## config.mk

```make
export PLATFORM = sky130hd
export DESIGN_NAME = led_pattern_brightness_unit
export DESIGN_NICKNAME = d
export VERILOG_FILES = /design/src/hdl/lpb_pkg.sv /design/src/hdl/led_pattern_brightness_unit.sv
export SDC_FILE = /design/constraint.sdc
export NUM_CORES = 2
export LEC_CHECK = 0
export ABC_CLOCK_PERIOD_IN_PS = 9910
export BUFFER_PORTS_ARGS = -buffer_cell sky130_fd_sc_hd__buf_2
export CELL_PAD_IN_SITES_DETAIL_PLACEMENT = 2
export CELL_PAD_IN_SITES_GLOBAL_PLACEMENT = 2
export CORE_ASPECT_RATIO = 0.8
export CORE_MARGIN = 3
export CORE_UTILIZATION = 35
export CTS_BUF_LIST = sky130_fd_sc_hd__clkbuf_4
export CTS_CLUSTER_SIZE = 8
export DETAILED_ROUTE_END_ITERATION = 6
export HOLD_SLACK_MARGIN = 0.02
export PLACE_DENSITY_LB_ADDON = 0.15
export SKIP_LAST_GASP = 1
export SYNTH_ARGS = -nofsm -noshare
export SYNTH_HDL_FRONTEND = slang
export SYNTH_SLANG_ARGS = --single-unit
```

## constraint.sdc

```tcl
create_clock -name clock -period 9.91 [get_ports clock]
set_clock_uncertainty 0.15 [all_clocks]
set_input_delay 1.4865 -clock clock [delete_from_list [all_inputs] [get_ports clock]]
set_output_delay 1.4865 -clock clock [all_outputs]
set_load 0.05 [all_outputs]
```

## src/hdl/lpb_pkg.sv

```systemverilog
`default_nettype none

package lpb_pkg;

   typedef enum logic [1:0] {
      PATTERN_CONSTANT = 2'd0,
      PATTERN_PULSE    = 2'd1,
      PATTERN_BLINK    = 2'd2,
      PATTERN_FADE     = 2'd3
   } pattern_kind_type;

   localparam int unsigned LPB_BREATH_DEPTH = 256;

   // phase period and its half, in ms
   localparam logic [15:0] LPB_MS_PER_MIN   = 16'd60000;
   localparam logic [14:0] LPB_HALF_MIN     = 15'd30000;
   localparam logic [2:0]  LPB_LEVEL_FLOOR  = 3'd5;

   // floor(2^k / divisor): quotient estimate low by at most one for x < 2^k
   localparam logic [16:0] LPB_RECIP_MIN32  = 17'd71582;   // 2^32 / 60000
   localparam logic [8:0]  LPB_RECIP_MIN24  = 9'd279;      // 2^24 / 60000
   localparam logic [8:0]  LPB_RECIP_HALF23 = 9'd279;      // 2^23 / 30000

   // level floor times the fade and pulse denominators
   localparam logic [22:0] LPB_FADE_BASE    = 23'd150000;
   localparam logic [25:0] LPB_PULSE_BASE   = 26'd327680;

   // Q30 constants for the breath table
   localparam logic [63:0] Q30_ONE     = 64'd1073741824;
   localparam logic [63:0] Q30_PI      = 64'd3373259426;
   localparam logic [63:0] Q30_HALF_PI = 64'd1686629713;
   localparam logic [63:0] Q30_E       = 64'd2918732888;
   localparam logic [63:0] Q30_E_INV   = 64'd395007542;
   localparam logic [63:0] BREATH_DEN  = Q30_E - Q30_E_INV;

   localparam logic [63:0] COS_DEN [1:10] =
      '{64'd2, 64'd12, 64'd30, 64'd56, 64'd90,
        64'd132, 64'd182, 64'd240, 64'd306, 64'd380};
   localparam logic [63:0] EXP_DEN [1:20] =
      '{64'd1, 64'd2, 64'd3, 64'd4, 64'd5, 64'd6, 64'd7, 64'd8, 64'd9, 64'd10,
        64'd11, 64'd12, 64'd13, 64'd14, 64'd15, 64'd16, 64'd17, 64'd18, 64'd19,
        64'd20};

   // Breath table entry, Q0.16, from the rounded Q30 angle 2*pi*idx/depth
   // (already folded to 0..pi). Elaboration only.
   function automatic logic [15:0] breath_entry(input logic [63:0] angle);
      logic [63:0] ang;
      logic [63:0] x2;
      logic [63:0] term;
      logic [63:0] acc;
      logic [63:0] mag;
      logic [63:0] lvl;
      logic        neg;
      ang = angle;
      neg = 1'b0;
      if (ang > Q30_PI) begin
         ang = Q30_PI;
      end
      if (ang > Q30_HALF_PI) begin
         ang = Q30_PI - ang;
         neg = 1'b1;
      end
      // cos series, truncated products
      x2   = (ang * ang) >> 30;
      term = Q30_ONE;
      acc  = Q30_ONE;
      for (int k = 1; k <= 10; k++) begin
         term = ((term * x2) >> 30) / COS_DEN[k];
         if (k[0]) begin
            acc = acc - term;
         end else begin
            acc = acc + term;
         end
      end
      if (acc > (64'd1 << 62)) begin
         acc = 64'd0;   // wrapped just below zero near pi/2
      end
      if (acc > Q30_ONE) begin
         acc = Q30_ONE;
      end
      mag = acc;
      // exp series of +/- mag
      term = Q30_ONE;
      acc  = Q30_ONE;
      for (int k = 1; k <= 20; k++) begin
         term = ((term * mag) >> 30) / EXP_DEN[k];
         if (neg && k[0]) begin
            acc = acc - term;
         end else begin
            acc = acc + term;
         end
      end
      if (acc <= Q30_E_INV) begin
         return 16'd0;
      end
      lvl = ((acc - Q30_E_INV) * 64'd65536 + (BREATH_DEN >> 1)) / BREATH_DEN;
      if (lvl > 64'd65535) begin
         return 16'hFFFF;
      end
      return lvl[15:0];
   endfunction

endpackage

`default_nettype wire

```

## src/hdl/led_pattern_brightness_unit.sv

```systemverilog
// Every stage is registered; an accepted req word reaches rsp_tvalid through each stage in order.
// Throughput: one word per cycle while rsp_tready is high; each stage has its own valid bit and
// loads whenever it is empty or the stage after it moves, so bubbles collapse.
// Reset (synchronous, active high) clears the valid bits only; the breath
// table is constant logic and needs no clearing pass.
`default_nettype none

module led_pattern_brightness_unit #(
   parameter int unsigned BREATH_TABLE_DEPTH = lpb_pkg::LPB_BREATH_DEPTH
) (
   input  wire logic        clock,
   input  wire logic        reset,
   // request stream
   input  wire logic        req_tvalid,
   output      logic        req_tready,
   input  wire logic [79:0] req_tdata,   // [7:0] peak_value, [15:8] rate_cpm,
                                         // [47:16] now_ms, [79:48] offset_ms
   input  wire logic [1:0]  req_tuser,   // [1:0] pattern_kind
   // response stream
   output      logic        rsp_tvalid,
   input  wire logic        rsp_tready,
   output      logic [7:0]  rsp_tdata    // [7:0] brightness
);

   import lpb_pkg::*;

   localparam int unsigned NUM_STAGES = 12;
   // table index width and the scaled phase r*DEPTH (< 60000*DEPTH < 2^SCALED_W)
   localparam int unsigned IDX_W      = $clog2(BREATH_TABLE_DEPTH);
   localparam int unsigned SCALED_W   = 16 + IDX_W;
   localparam int unsigned RECIP_W    = SCALED_W - 15;
   localparam int unsigned PROD_W     = SCALED_W + RECIP_W;
   // floor(2^SCALED_W / 60000): index quotient estimate, low by at most one
   localparam logic [RECIP_W-1:0] RECIP_IDX =
      RECIP_W'((64'd1 << SCALED_W) / 64'(LPB_MS_PER_MIN));

   // ------------------------------------------------------------------
   // Breath table: constant, one entry per phase slot
   // ------------------------------------------------------------------
   logic [15:0] breath_rom [BREATH_TABLE_DEPTH];

   for (genvar gi = 0; gi < BREATH_TABLE_DEPTH; gi++) begin : g_rom
      // mirror symmetry about pi: slot and depth-slot share cos
      localparam int unsigned FOLD =
         (gi <= BREATH_TABLE_DEPTH - gi) ? gi : BREATH_TABLE_DEPTH - gi;
      localparam logic [63:0] ANGLE =
         (64'(FOLD) * 64'd2 * Q30_PI + 64'(BREATH_TABLE_DEPTH / 2)) /
         64'(BREATH_TABLE_DEPTH);
      assign breath_rom[gi] = breath_entry(ANGLE);
   end

   // ------------------------------------------------------------------
   // Pipeline control: per-stage valid, ready ripples back from the output
   // ------------------------------------------------------------------
   logic [NUM_STAGES:1] valid_ff;
   logic [NUM_STAGES:1] valid_in;
   logic [NUM_STAGES:1] stage_en;

   assign stage_en[NUM_STAGES] = !valid_ff[NUM_STAGES] || rsp_tready;
   for (genvar gs = 1; gs < NUM_STAGES; gs++) begin : g_ready
      assign stage_en[gs] = !valid_ff[gs] || stage_en[gs+1];
   end

   assign valid_in   = {valid_ff[NUM_STAGES-1:1], req_tvalid};
   assign req_tready = stage_en[1];

   always_ff @(posedge clock) begin
      if (reset) begin
         valid_ff <= '0;
      end else begin
         for (int k = 1; k <= NUM_STAGES; k++) begin
            if (stage_en[k]) begin
               valid_ff[k] <= valid_in[k];
            end
         end
      end
   end

   // pattern and peak ride along through stages 1 to 11
   pattern_kind_type kind_ff [1:NUM_STAGES-1];
   logic [7:0]       peak_ff [1:NUM_STAGES-1];

   always_ff @(posedge clock) begin
      if (stage_en[1]) begin
         kind_ff[1] <= pattern_kind_type'(req_tuser[1:0]);
         peak_ff[1] <= req_tdata[7:0];
      end
   end

   for (genvar gc = 2; gc < NUM_STAGES; gc++) begin : g_carry
      always_ff @(posedge clock) begin
         if (stage_en[gc]) begin
            kind_ff[gc] <= kind_ff[gc-1];
            peak_ff[gc] <= peak_ff[gc-1];
         end
      end
   end

   // ------------------------------------------------------------------
   // Stage 1: elapsed time d = now - offset (wraps), rate 0 -> 1
   // ------------------------------------------------------------------
   logic [31:0] d1_ff, d1_in;
   logic [7:0]  rate1_ff, rate1_in;

   always_comb begin
      d1_in    = req_tdata[47:16] - req_tdata[79:48];
      rate1_in = (req_tdata[15:8] == 8'd0) ? 8'd1 : req_tdata[15:8];
   end

   always_ff @(posedge clock) begin
      if (stage_en[1]) begin
         d1_ff    <= d1_in;
         rate1_ff <= rate1_in;
      end
   end

   // ------------------------------------------------------------------
   // Stage 2: d * floor(2^32/60000) for the quotient estimate
   // ------------------------------------------------------------------
   logic [48:0] p2_ff, p2_in;
   logic [31:0] d2_ff;
   logic [7:0]  rate2_ff;

   assign p2_in = 49'(d1_ff) * 49'(LPB_RECIP_MIN32);

   always_ff @(posedge clock) begin
      if (stage_en[2]) begin
         p2_ff    <= p2_in;
         d2_ff    <= d1_ff;
         rate2_ff <= rate1_ff;
      end
   end

   // ------------------------------------------------------------------
   // Stage 3: partial remainder d - q*60000, in 0..119999
   // ------------------------------------------------------------------
   logic [16:0] q3;
   logic [32:0] qm3;
   logic [31:0] diff3;
   logic [16:0] r3_ff, r3_in;
   logic [7:0]  rate3_ff;

   always_comb begin
      q3    = p2_ff[48:32];
      qm3   = 33'(q3) * 33'(LPB_MS_PER_MIN);
      diff3 = d2_ff - qm3[31:0];
      r3_in = diff3[16:0];
   end

   always_ff @(posedge clock) begin
      if (stage_en[3]) begin
         r3_ff    <= r3_in;
         rate3_ff <= rate2_ff;
      end
   end

   // ------------------------------------------------------------------
   // Stage 4: finish d mod 60000, then times rate (< 60000*255)
   // ------------------------------------------------------------------
   logic [15:0] dmod4;
   logic [23:0] x4_ff, x4_in;

   always_comb begin
      if (r3_ff >= 17'(LPB_MS_PER_MIN)) begin
         dmod4 = 16'(r3_ff - 17'(LPB_MS_PER_MIN));
      end else begin
         dmod4 = r3_ff[15:0];
      end
      x4_in = 24'(dmod4) * 24'(rate3_ff);
   end

   always_ff @(posedge clock) begin
      if (stage_en[4]) begin
         x4_ff <= x4_in;
      end
   end

   // ------------------------------------------------------------------
   // Stage 5: x * floor(2^24/60000)
   // ------------------------------------------------------------------
   logic [32:0] p5_ff, p5_in;
   logic [23:0] x5_ff;

   assign p5_in = 33'(x4_ff) * 33'(LPB_RECIP_MIN24);

   always_ff @(posedge clock) begin
      if (stage_en[5]) begin
         p5_ff <= p5_in;
         x5_ff <= x4_ff;
      end
   end

   // ------------------------------------------------------------------
   // Stage 6: partial phase remainder, 0..119999
   // ------------------------------------------------------------------
   logic [8:0]  q6;
   logic [24:0] qm6;
   logic [23:0] diff6;
   logic [16:0] r6_ff, r6_in;

   always_comb begin
      q6    = p5_ff[32:24];
      qm6   = 25'(q6) * 25'(LPB_MS_PER_MIN);
      diff6 = x5_ff - qm6[23:0];
      r6_in = diff6[16:0];
   end

   always_ff @(posedge clock) begin
      if (stage_en[6]) begin
         r6_ff <= r6_in;
      end
   end

   // ------------------------------------------------------------------
   // Stage 7: phase r = (d*rate) mod 60000, and r*DEPTH for the index
   // ------------------------------------------------------------------
   logic [15:0]         r7_ff, r7_in;
   logic [SCALED_W-1:0] y7_ff, y7_in;

   always_comb begin
      if (r6_ff >= 17'(LPB_MS_PER_MIN)) begin
         r7_in = 16'(r6_ff - 17'(LPB_MS_PER_MIN));
      end else begin
         r7_in = r6_ff[15:0];
      end
      y7_in = SCALED_W'(r7_in) * SCALED_W'(BREATH_TABLE_DEPTH);
   end

   always_ff @(posedge clock) begin
      if (stage_en[7]) begin
         r7_ff <= r7_in;
         y7_ff <= y7_in;
      end
   end

   // ------------------------------------------------------------------
   // Stage 8: first-half flag, triangle t, index quotient product
   // ------------------------------------------------------------------
   logic                half8_ff, half8_in;
   logic [14:0]         t8_ff, t8_in;
   logic [PROD_W-1:0]   p8_ff, p8_in;
   logic [SCALED_W-1:0] y8_ff;

   always_comb begin
      half8_in = (r7_ff < 16'(LPB_HALF_MIN));
      if (half8_in) begin
         t8_in = r7_ff[14:0];
      end else begin
         t8_in = 15'(LPB_MS_PER_MIN - r7_ff);
      end
      p8_in = PROD_W'(y7_ff) * PROD_W'(RECIP_IDX);
   end

   always_ff @(posedge clock) begin
      if (stage_en[8]) begin
         half8_ff <= half8_in;
         t8_ff    <= t8_in;
         p8_ff    <= p8_in;
         y8_ff    <= y7_ff;
      end
   end

   // ------------------------------------------------------------------
   // Stage 9: fade numerator; index estimate and its remainder
   // ------------------------------------------------------------------
   logic                half9_ff;
   logic [22:0]         nf9_ff, nf9_in;
   logic [IDX_W-1:0]    q9_ff, q9_in;
   logic [SCALED_W-1:0] qm9;
   logic [SCALED_W-1:0] diff9;
   logic [16:0]         rem9_ff, rem9_in;

   always_comb begin
      // 5*30000 + t*(peak - 5), never negative since t <= 30000
      nf9_in  = LPB_FADE_BASE - 23'(t8_ff) * 23'(LPB_LEVEL_FLOOR)
                + 23'(t8_ff) * 23'(peak_ff[8]);
      q9_in   = p8_ff[SCALED_W +: IDX_W];
      qm9     = SCALED_W'(q9_in) * SCALED_W'(LPB_MS_PER_MIN);
      diff9   = y8_ff - qm9;
      rem9_in = diff9[16:0];
   end

   always_ff @(posedge clock) begin
      if (stage_en[9]) begin
         half9_ff <= half8_ff;
         nf9_ff   <= nf9_in;
         q9_ff    <= q9_in;
         rem9_ff  <= rem9_in;
      end
   end

   // ------------------------------------------------------------------
   // Stage 10: table index; fade quotient product
   // ------------------------------------------------------------------
   logic             half10_ff;
   logic [22:0]      nf10_ff;
   logic [31:0]      pf10_ff, pf10_in;
   logic [IDX_W-1:0] idx10_ff, idx10_in;

   always_comb begin
      idx10_in = q9_ff + IDX_W'(rem9_ff >= 17'(LPB_MS_PER_MIN));
      pf10_in  = 32'(nf9_ff) * 32'(LPB_RECIP_HALF23);
   end

   always_ff @(posedge clock) begin
      if (stage_en[10]) begin
         half10_ff <= half9_ff;
         nf10_ff   <= nf9_ff;
         pf10_ff   <= pf10_in;
         idx10_ff  <= idx10_in;
      end
   end

   // ------------------------------------------------------------------
   // Stage 11: breath table read; fade quotient estimate and remainder
   // ------------------------------------------------------------------
   logic        half11_ff;
   logic [15:0] e11_ff, e11_in;
   logic [8:0]  q11_ff, q11_in;
   logic [23:0] qm11;
   logic [23:0] diff11;
   logic [15:0] rem11_ff, rem11_in;

   always_comb begin
      e11_in   = breath_rom[idx10_ff];
      q11_in   = pf10_ff[31:23];
      qm11     = 24'(q11_in) * 24'(LPB_HALF_MIN);
      diff11   = 24'(nf10_ff) - qm11;
      rem11_in = diff11[15:0];
   end

   always_ff @(posedge clock) begin
      if (stage_en[11]) begin
         half11_ff <= half10_ff;
         e11_ff    <= e11_in;
         q11_ff    <= q11_in;
         rem11_ff  <= rem11_in;
      end
   end

   // ------------------------------------------------------------------
   // Stage 12: pulse scale, fade correction, pattern select, clamp
   // ------------------------------------------------------------------
   logic [8:0]  fade_q;
   logic [7:0]  fade_val;
   logic [25:0] pulse_sum;
   logic [7:0]  pulse_val;
   logic [7:0]  rsp_ff, rsp_in;

   always_comb begin
      fade_q    = q11_ff + 9'(rem11_ff >= 16'(LPB_HALF_MIN));
      fade_val  = (fade_q > 9'd255) ? 8'hFF : fade_q[7:0];
      // 5*65536 + e*(peak - 5); 5*e stays below 5*65536
      pulse_sum = LPB_PULSE_BASE - 26'(e11_ff) * 26'(LPB_LEVEL_FLOOR)
                  + 26'(e11_ff) * 26'(peak_ff[11]);
      pulse_val = (pulse_sum[25:16] > 10'd255) ? 8'hFF : pulse_sum[23:16];

      if (peak_ff[11] == 8'd0) begin
         rsp_in = 8'd0;
      end else begin
         case (kind_ff[11])
            PATTERN_CONSTANT: begin
               rsp_in = peak_ff[11];
            end
            PATTERN_BLINK: begin
               rsp_in = half11_ff ? peak_ff[11] : 8'd0;
            end
            PATTERN_FADE: begin
               rsp_in = fade_val;
            end
            default: begin
               rsp_in = pulse_val;
            end
         endcase
      end
   end

   always_ff @(posedge clock) begin
      if (stage_en[12]) begin
         rsp_ff <= rsp_in;
      end
   end

   assign rsp_tvalid = valid_ff[NUM_STAGES];
   assign rsp_tdata  = rsp_ff;

   // ------------------------------------------------------------------
   // Checks
   // ------------------------------------------------------------------
   // first reduction leaves at most one extra period
   a_first_reduce: assert property (@(posedge clock) disable iff (reset)
      valid_ff[3] |-> r3_ff < 17'(2 * LPB_MS_PER_MIN))
      else $error("d mod 60000 estimate out of range");

   // phase fully reduced
   a_phase_range: assert property (@(posedge clock) disable iff (reset)
      valid_ff[7] |-> r7_ff < LPB_MS_PER_MIN)
      else $error("phase not below 60000");

   // table index stays inside the table
   a_index_range: assert property (@(posedge clock) disable iff (reset)
      valid_ff[10] |-> 32'(idx10_ff) < BREATH_TABLE_DEPTH)
      else $error("breath index past table end");

   // fade quotient estimate off by at most one
   a_fade_rem: assert property (@(posedge clock) disable iff (reset)
      valid_ff[11] |-> rem11_ff < 16'(2 * LPB_HALF_MIN))
      else $error("fade remainder out of range");

   // a blocked output holds the word behind it
   a_stall_hold: assert property (@(posedge clock) disable iff (reset)
      valid_ff[12] && !rsp_tready && valid_ff[11] |=> valid_ff[11] && valid_ff[12])
      else $error("word lost behind stalled output");

endmodule

`default_nettype wire
```

Word-level counts from Yosys, hierarchy flattened
Memory sizes are Yosys's and may differ from the RTL's. A register that Yosys moved wholly into a read port is not among the register bits.
Index checks and enable logic that the tools add are counted.
- latch bits: 0
- ROM bits: 4096
- logic and storage cells: 136
- memories: 3
- bits of input ports: 86
- memory bits (writable): 110
- register bits: 446
- output and inout bits: 10
- memories (memory ; words ; width ; read ports ; clocked after Yosys merged registers in ; write ports ; line ; text):
    (name not given) ; 256 ; 16 ; 1 ; 1 ; 0 ; led_pattern_brightness_unit.sv:325 ; e11_in = breath_rom[idx10_ff];
    peak_ff ; 11 ; 8 ; 11 ; 0 ; 11 ; led_pattern_brightness_unit.sv:81 ; logic [7:0] peak_ff [1:NUM_STAGES-1];
    kind_ff ; 11 ; 2 ; 11 ; 0 ; 11 ; led_pattern_brightness_unit.sv:80 ; pattern_kind_type kind_ff [1:NUM_STAGES-1];
- order comparisons: 7
- equal/unequal tests: 2
- $mul: 13
- reduce and logical (&&, ||, !) cells: 27
- divide/modulo/power cells: 0
- bitwise operators: 1
- add/sub/neg operators: 14
- mux-type cells: 29
- shift-type cells: 0
- operators by type and width (operator ; count):
    $ge 17x16->1 const B ; 3
    $sub 17x17->17 ; 3
    $mul 16x8->24 ; 2
    $mul 32x16->48 const B ; 1
    $mul 24x9->33 const B ; 1
    $mul 23x9->32 const B ; 1
    $mux 16 ; 2
    $sub 16x16->16 const B ; 2
    $sub 32x32->32 ; 1
    $add 20x25->26 ; 1
    $mul 16x9->24 const B ; 1
    $mul 9x11->12 const B ; 2
    $mux 8 ; 3
    $pmux 8 s3 ; 1
    $add 23x23->23 ; 1
    $mul 15x8->23 ; 1
    $mux 1 ; 22
    $sub 19x19->20 const A ; 1
    $mul 16x3->19 const B ; 1
    $sub 18x18->19 const A ; 1
    $mul 15x3->18 const B ; 1
    $mul 17x11->12 const B ; 1
    $ge 16x15->1 const B ; 1
    $logic_not 8->1 ; 2
    14 further kinds ; 37

Depth between registers and ports, before layout
- depth after elaboration: 15
- gate-level depth with buffers: 32
- mapped depth without buffers: 31

Worst setup path after synthesis
Ideal clock, no wire load.
- path kind: in2out
- from: input port rsp_tready
- to: output port req_tready
- data arrival time: 6139 ps
- required time: 8274 ps
- path buffers: 0
- path slack: 2134 ps
- stages on the path: 7
- cell sequence: nor2b_1 -> and3_1 -> and3_1 -> nand3_1 -> nor2_1 -> nand4_1 -> or2_2
- longest elaborated chain between the ends: 12
- RTL lines (element ; line ; text):
    start, declared ; led_pattern_brightness_unit.sv:21 ; input wire logic rsp_tready,
    $logic_or 1x1->1 ; led_pattern_brightness_unit.sv:59 ; assign stage_en[NUM_STAGES] = !valid_ff[NUM_STAGES] || rsp_tready;
    $logic_or 1x1->1 (6 in a row) ; led_pattern_brightness_unit.sv:61 ; assign stage_en[gs] = !valid_ff[gs] || stage_en[gs+1];
    via stage_en, one bit ; led_pattern_brightness_unit.sv:57 ; logic [NUM_STAGES:1] stage_en;
    $logic_or 1x1->1 (4 in a row) ; led_pattern_brightness_unit.sv:61 ;
    via stage_en, one bit ; led_pattern_brightness_unit.sv:57 ;
    $logic_or 1x1->1 ; led_pattern_brightness_unit.sv:61 ;
    end, declared ; led_pattern_brightness_unit.sv:15 ; output logic req_tready,
The timed path passes the listed nets, and every way through them passes these cells.

Worst setup path after layout
- from: register r3_ff[5]
- to: register x4_ff[22], data pin
- longest elaborated chain between the ends: 3
- elaborated cells on any way between the ends: 4
- classes of those cells: add/sub (1); mul (1); order compare (1); mux (1)
- RTL lines (element ; line ; text):
    start, declared ; led_pattern_brightness_unit.sv:140 ; logic [16:0] r3_ff, r3_in;
    start signal, assigned ; led_pattern_brightness_unit.sv:152 ; r3_ff <= r3_in;
    $sub 16x16->16 or $ge 17x16->1 (tied branches) ; led_pattern_brightness_unit.sv:165, led_pattern_brightness_unit.sv:164 ;
    $mux 16 (*) ; led_pattern_brightness_unit.sv:164 ; if (r3_ff >= 17'(LPB_MS_PER_MIN)) begin
    $mul 16x8->24 (*) ; led_pattern_brightness_unit.sv:169 ; x4_in = 24'(dmod4) * 24'(rate3_ff);
    via x4_in[22] ; led_pattern_brightness_unit.sv:161 ; logic [23:0] x4_ff, x4_in;
    end signal, assigned ; led_pattern_brightness_unit.sv:174 ; x4_ff <= x4_in;
    end, declared ; led_pattern_brightness_unit.sv:161 ;
The timed path passes the listed nets; every way through them passes the cells marked *.
A chain may end at the register's enable or synchronous reset.

==> parameters.txt <==
Parameter                              Value

Global route
  Global-route wire length before repair    268 mm
  Number of global-route vias before repair    46900
  Total track usage    20.2%
  Grt ovf    0
  Number of antenna violations at the first check in global routing    8
  Largest net degree at the start of global routing    150

Clocking
  CTS tree    done
  Clock root buffer    sky130_fd_sc_hd__clkbuf_4
  Source-to-sink clock delay at the later pin of the worst-skew pair    1.11 ns
  Clock buffers created by TritonCTS    134
  Clock Pin Slew Worst Setup and Hold Paths    0.10 ns
  Buffer depth of the longest clock path    3
  CTS H-Tree Depth    4
  Clock sink total    458
  Hold buffer count at cts    0
  Number of buffers inserted by post-CTS setup repair    0
  Number of instances resized during post-cts repair    0

Cells and area
  Growth of design area from synthesis to finish    8.27%
  Final std cell area, no fill    0.0614 mm²
  Final Net Count    7291
  Share of post-route cells with drive strength above 1    6.74%

Logic synthesis
  Mapped cell area    0.0567 mm²
  Number of enable-type register cells in the synthesized netlist    446
  Leading post-synthesis cells by cell area    sky130_fd_sc_hd__fa_1 (24%), sky130_fd_sc_hd__edfxtp_1 (24%), sky130_fd_sc_hd__ha_1 (19%)
  Dominant cell by count in the synthesized netlist    sky130_fd_sc_hd__inv_1
  Flip-flop and latch count after synthesis    458
  Primary flip-flop cell chosen by synthesis mapping    sky130_fd_sc_hd__edfxtp_1
  Sequential area share after synthesis    24.1%
  Syn_area_per_cell    10.3 µm²
  Async SR Flop Fraction    0%
  Post-synth net total    7155
  Number of unique standard cell types used by synthesis    86
  Top cells by instance count after synthesis    sky130_fd_sc_hd__inv_1 (960), sky130_fd_sc_hd__ha_1 (868), sky130_fd_sc_hd__fa_1 (684)
  Fraction of synthesized cell area taken by the top area cell type    24.2%
  Number of synthesis warnings    0
  Largest area contributor in the netlist    sky130_fd_sc_hd__fa_1
  Count of mapped cells out of synthesis    5517

Floorplanning
  Die W    456 µm
  Die H    366 µm
  Die Area    0.167 mm²
  Number of cell rows    131
  Standard cell core area    0.160 mm²
  Number of I/O pins    96
  Effective utilization at floorplan    35.4%

Timing
  Setup repair after global routing missed its margin    no
  Min Tclk post-route    8.03 ns
  Transition time of the tightest slew-check pin    1.30 ns
  Count of endpoints failing setup in the final report    0
  Number of hold violations in the final report    0
  Worst slew margin relative to its limit    11.3%
  Max Clock Freq    0.125 GHz
  Setup tns final    0 ns
  Fraction of the cycle the final worst path needs    81.0%
  Max Transition Viols Final    0

Route
  Wire length per cell    20.9 µm
  Sum of routed wire length over all layers    165 mm
  Routed Antenna Nets    0
  Number of iterations in the first detailed-routing pass    6
  Vias    40400
  Vias per cell    5.13
  Initial detailed-routing violation count    1891
  Count of unresolved DRC violations after routing    0

Critical path
  Number of cells traversed by the worst register-to-register path    25
  Kind of cell adding the most delay to the critical path    adder cells
  Number of buffers and inverters on the critical path    3
  Critical Path Slowest Stage Cell    sky130_fd_sc_hd__o311ai_0
  Endpoint kind of the worst setup timing path    flip-flop
  Worst path max stage delay    0.89 ns
  Biggest fanout along the worst timing path    10
  Crit path from    r3_ff[5]
  Worst R2R Setup Slack    1.88 ns
  Critical Path Start Type    flip-flop
  Data arrival time of the critical path    8.66 ns
  R2r startpoint    r3_ff[5]
  Reg-to-reg critical path endpoint    x4_ff[22]
  Worst setup endpoint    x4_ff[22]
  Path type of the worst setup path    flip-flop to flip-flop
  Critical Path Stages    25
  Crit path required time    10.55 ns

Hold path
  Worst hold path cell count    0
  Class of the most critical hold timing path    flip-flop to flip-flop

Placement
  Placer's final routability congestion estimate    0.912
  Cell area after placement    0.0596 mm²
  Count of buffers inserted at the top-level ports    95
  DP HPWL    132 mm

Status
  Result of the run    finished clean

Run
  Maxcap violations    0
-- cell families (layout without fill, tap and decap cells) --
kind of cell / count (synthesis) / after routing / share of synthesized area [%]
adder cells (fa/ha/maj): 1552 / 1552 / 43.3
other: 0 / 8 / 0
multiplexers: 14 / 14 / 0.327
flip-flops: 458 / 458 / 24.1
buffers and inverters: 1099 / 1327 / 7.28
AO/OA/AOI/OAI: 923 / 923 / 10.4
XOR/XNOR: 287 / 287 / 4.44
AND/OR/NAND/NOR: 1184 / 1184 / 10.2
-- worst min path at each step --
stage                        startpoint             to  slack [ns]
after global placement    peak_ff[7][2]  peak_ff[8][2]        0.25
final                     peak_ff[3][1]  peak_ff[4][1]        0.20
after detailed placement  peak_ff[4][4]  peak_ff[5][4]        0.26
after CTS                 peak_ff[3][1]  peak_ff[4][1]        0.20
after global routing      peak_ff[3][1]  peak_ff[4][1]        0.23
after floorplan                half9_ff      half10_ff        0.25
-- state kept, by name, summed over array words and instances, names as in the netlist, 9 cells and up --
| register | flops |
|---|---|
| p2_ff | 12 |
| nf9_ff | 23 |
| x4_ff | 24 |
| e11_ff | 16 |
| d2_ff | 17 |
| pf10_ff | 9 |
| r6_ff | 17 |
| valid_ff | 12 |
| d1_ff | 32 |
| peak_ff | 88 |
| nf10_ff | 12 |
| p5_ff | 10 |
| x5_ff | 16 |
| r7_ff | 16 |
| t8_ff | 15 |
| rem11_ff | 12 |
| kind_ff | 22 |
| r3_ff | 17 |
| q11_ff | 9 |
| rem9_ff | 11 |
-- routing by layer --
metal	global-route usage [%]	wire length [µm]	vias up
met3	2.74	5960	227
met1	27.4	77100	20700
met5	0	38	-
met2	33.5	77300	686
li1	-	-	18800
met4	5.73	4230	6
-- placed cells by master, fill, tap and decap left out, types with 95 or more instances in the layout --
cell type	count
sky130_fd_sc_hd__ha_1	868
sky130_fd_sc_hd__clkbuf_4	180
sky130_fd_sc_hd__edfxtp_1	446
sky130_fd_sc_hd__nand2_1	349
sky130_fd_sc_hd__buf_2	95
sky130_fd_sc_hd__xnor2_1	216
sky130_fd_sc_hd__o21ai_0	216
sky130_fd_sc_hd__inv_1	959
sky130_fd_sc_hd__fa_1	684
sky130_fd_sc_hd__and2_1	233
sky130_fd_sc_hd__nor2_1	253
sky130_fd_sc_hd__a21oi_1	269
-- through the flow --
step	setup WS [ns]	utilization, %	instances	hold WS [ns]
after floorplan	2.13	-	5517	0.250
after global placement	2.09	37.2	7645	0.251
after detailed placement	1.88	37.2	7645	0.255
after CTS	1.85	38.3	7873	0.198
after global routing	1.21	38.3	7881	0.233
final	1.88	38.3	7881	0.202
-- cell type report --
class                   count  area (µm²)
clock inverters            48         357
repair buffers            136         796
clock buffers             180        1350
multi-input cells        3960       38900
diodes                      8        20.0
fillers                 17200       98800
flip-flops and latches    458       13600
inverters                 963        3610
well taps                2128        2660
Power is not shown: default switching activity piles up to over one toggle a cycle in this logic, so the estimate is an artifact.
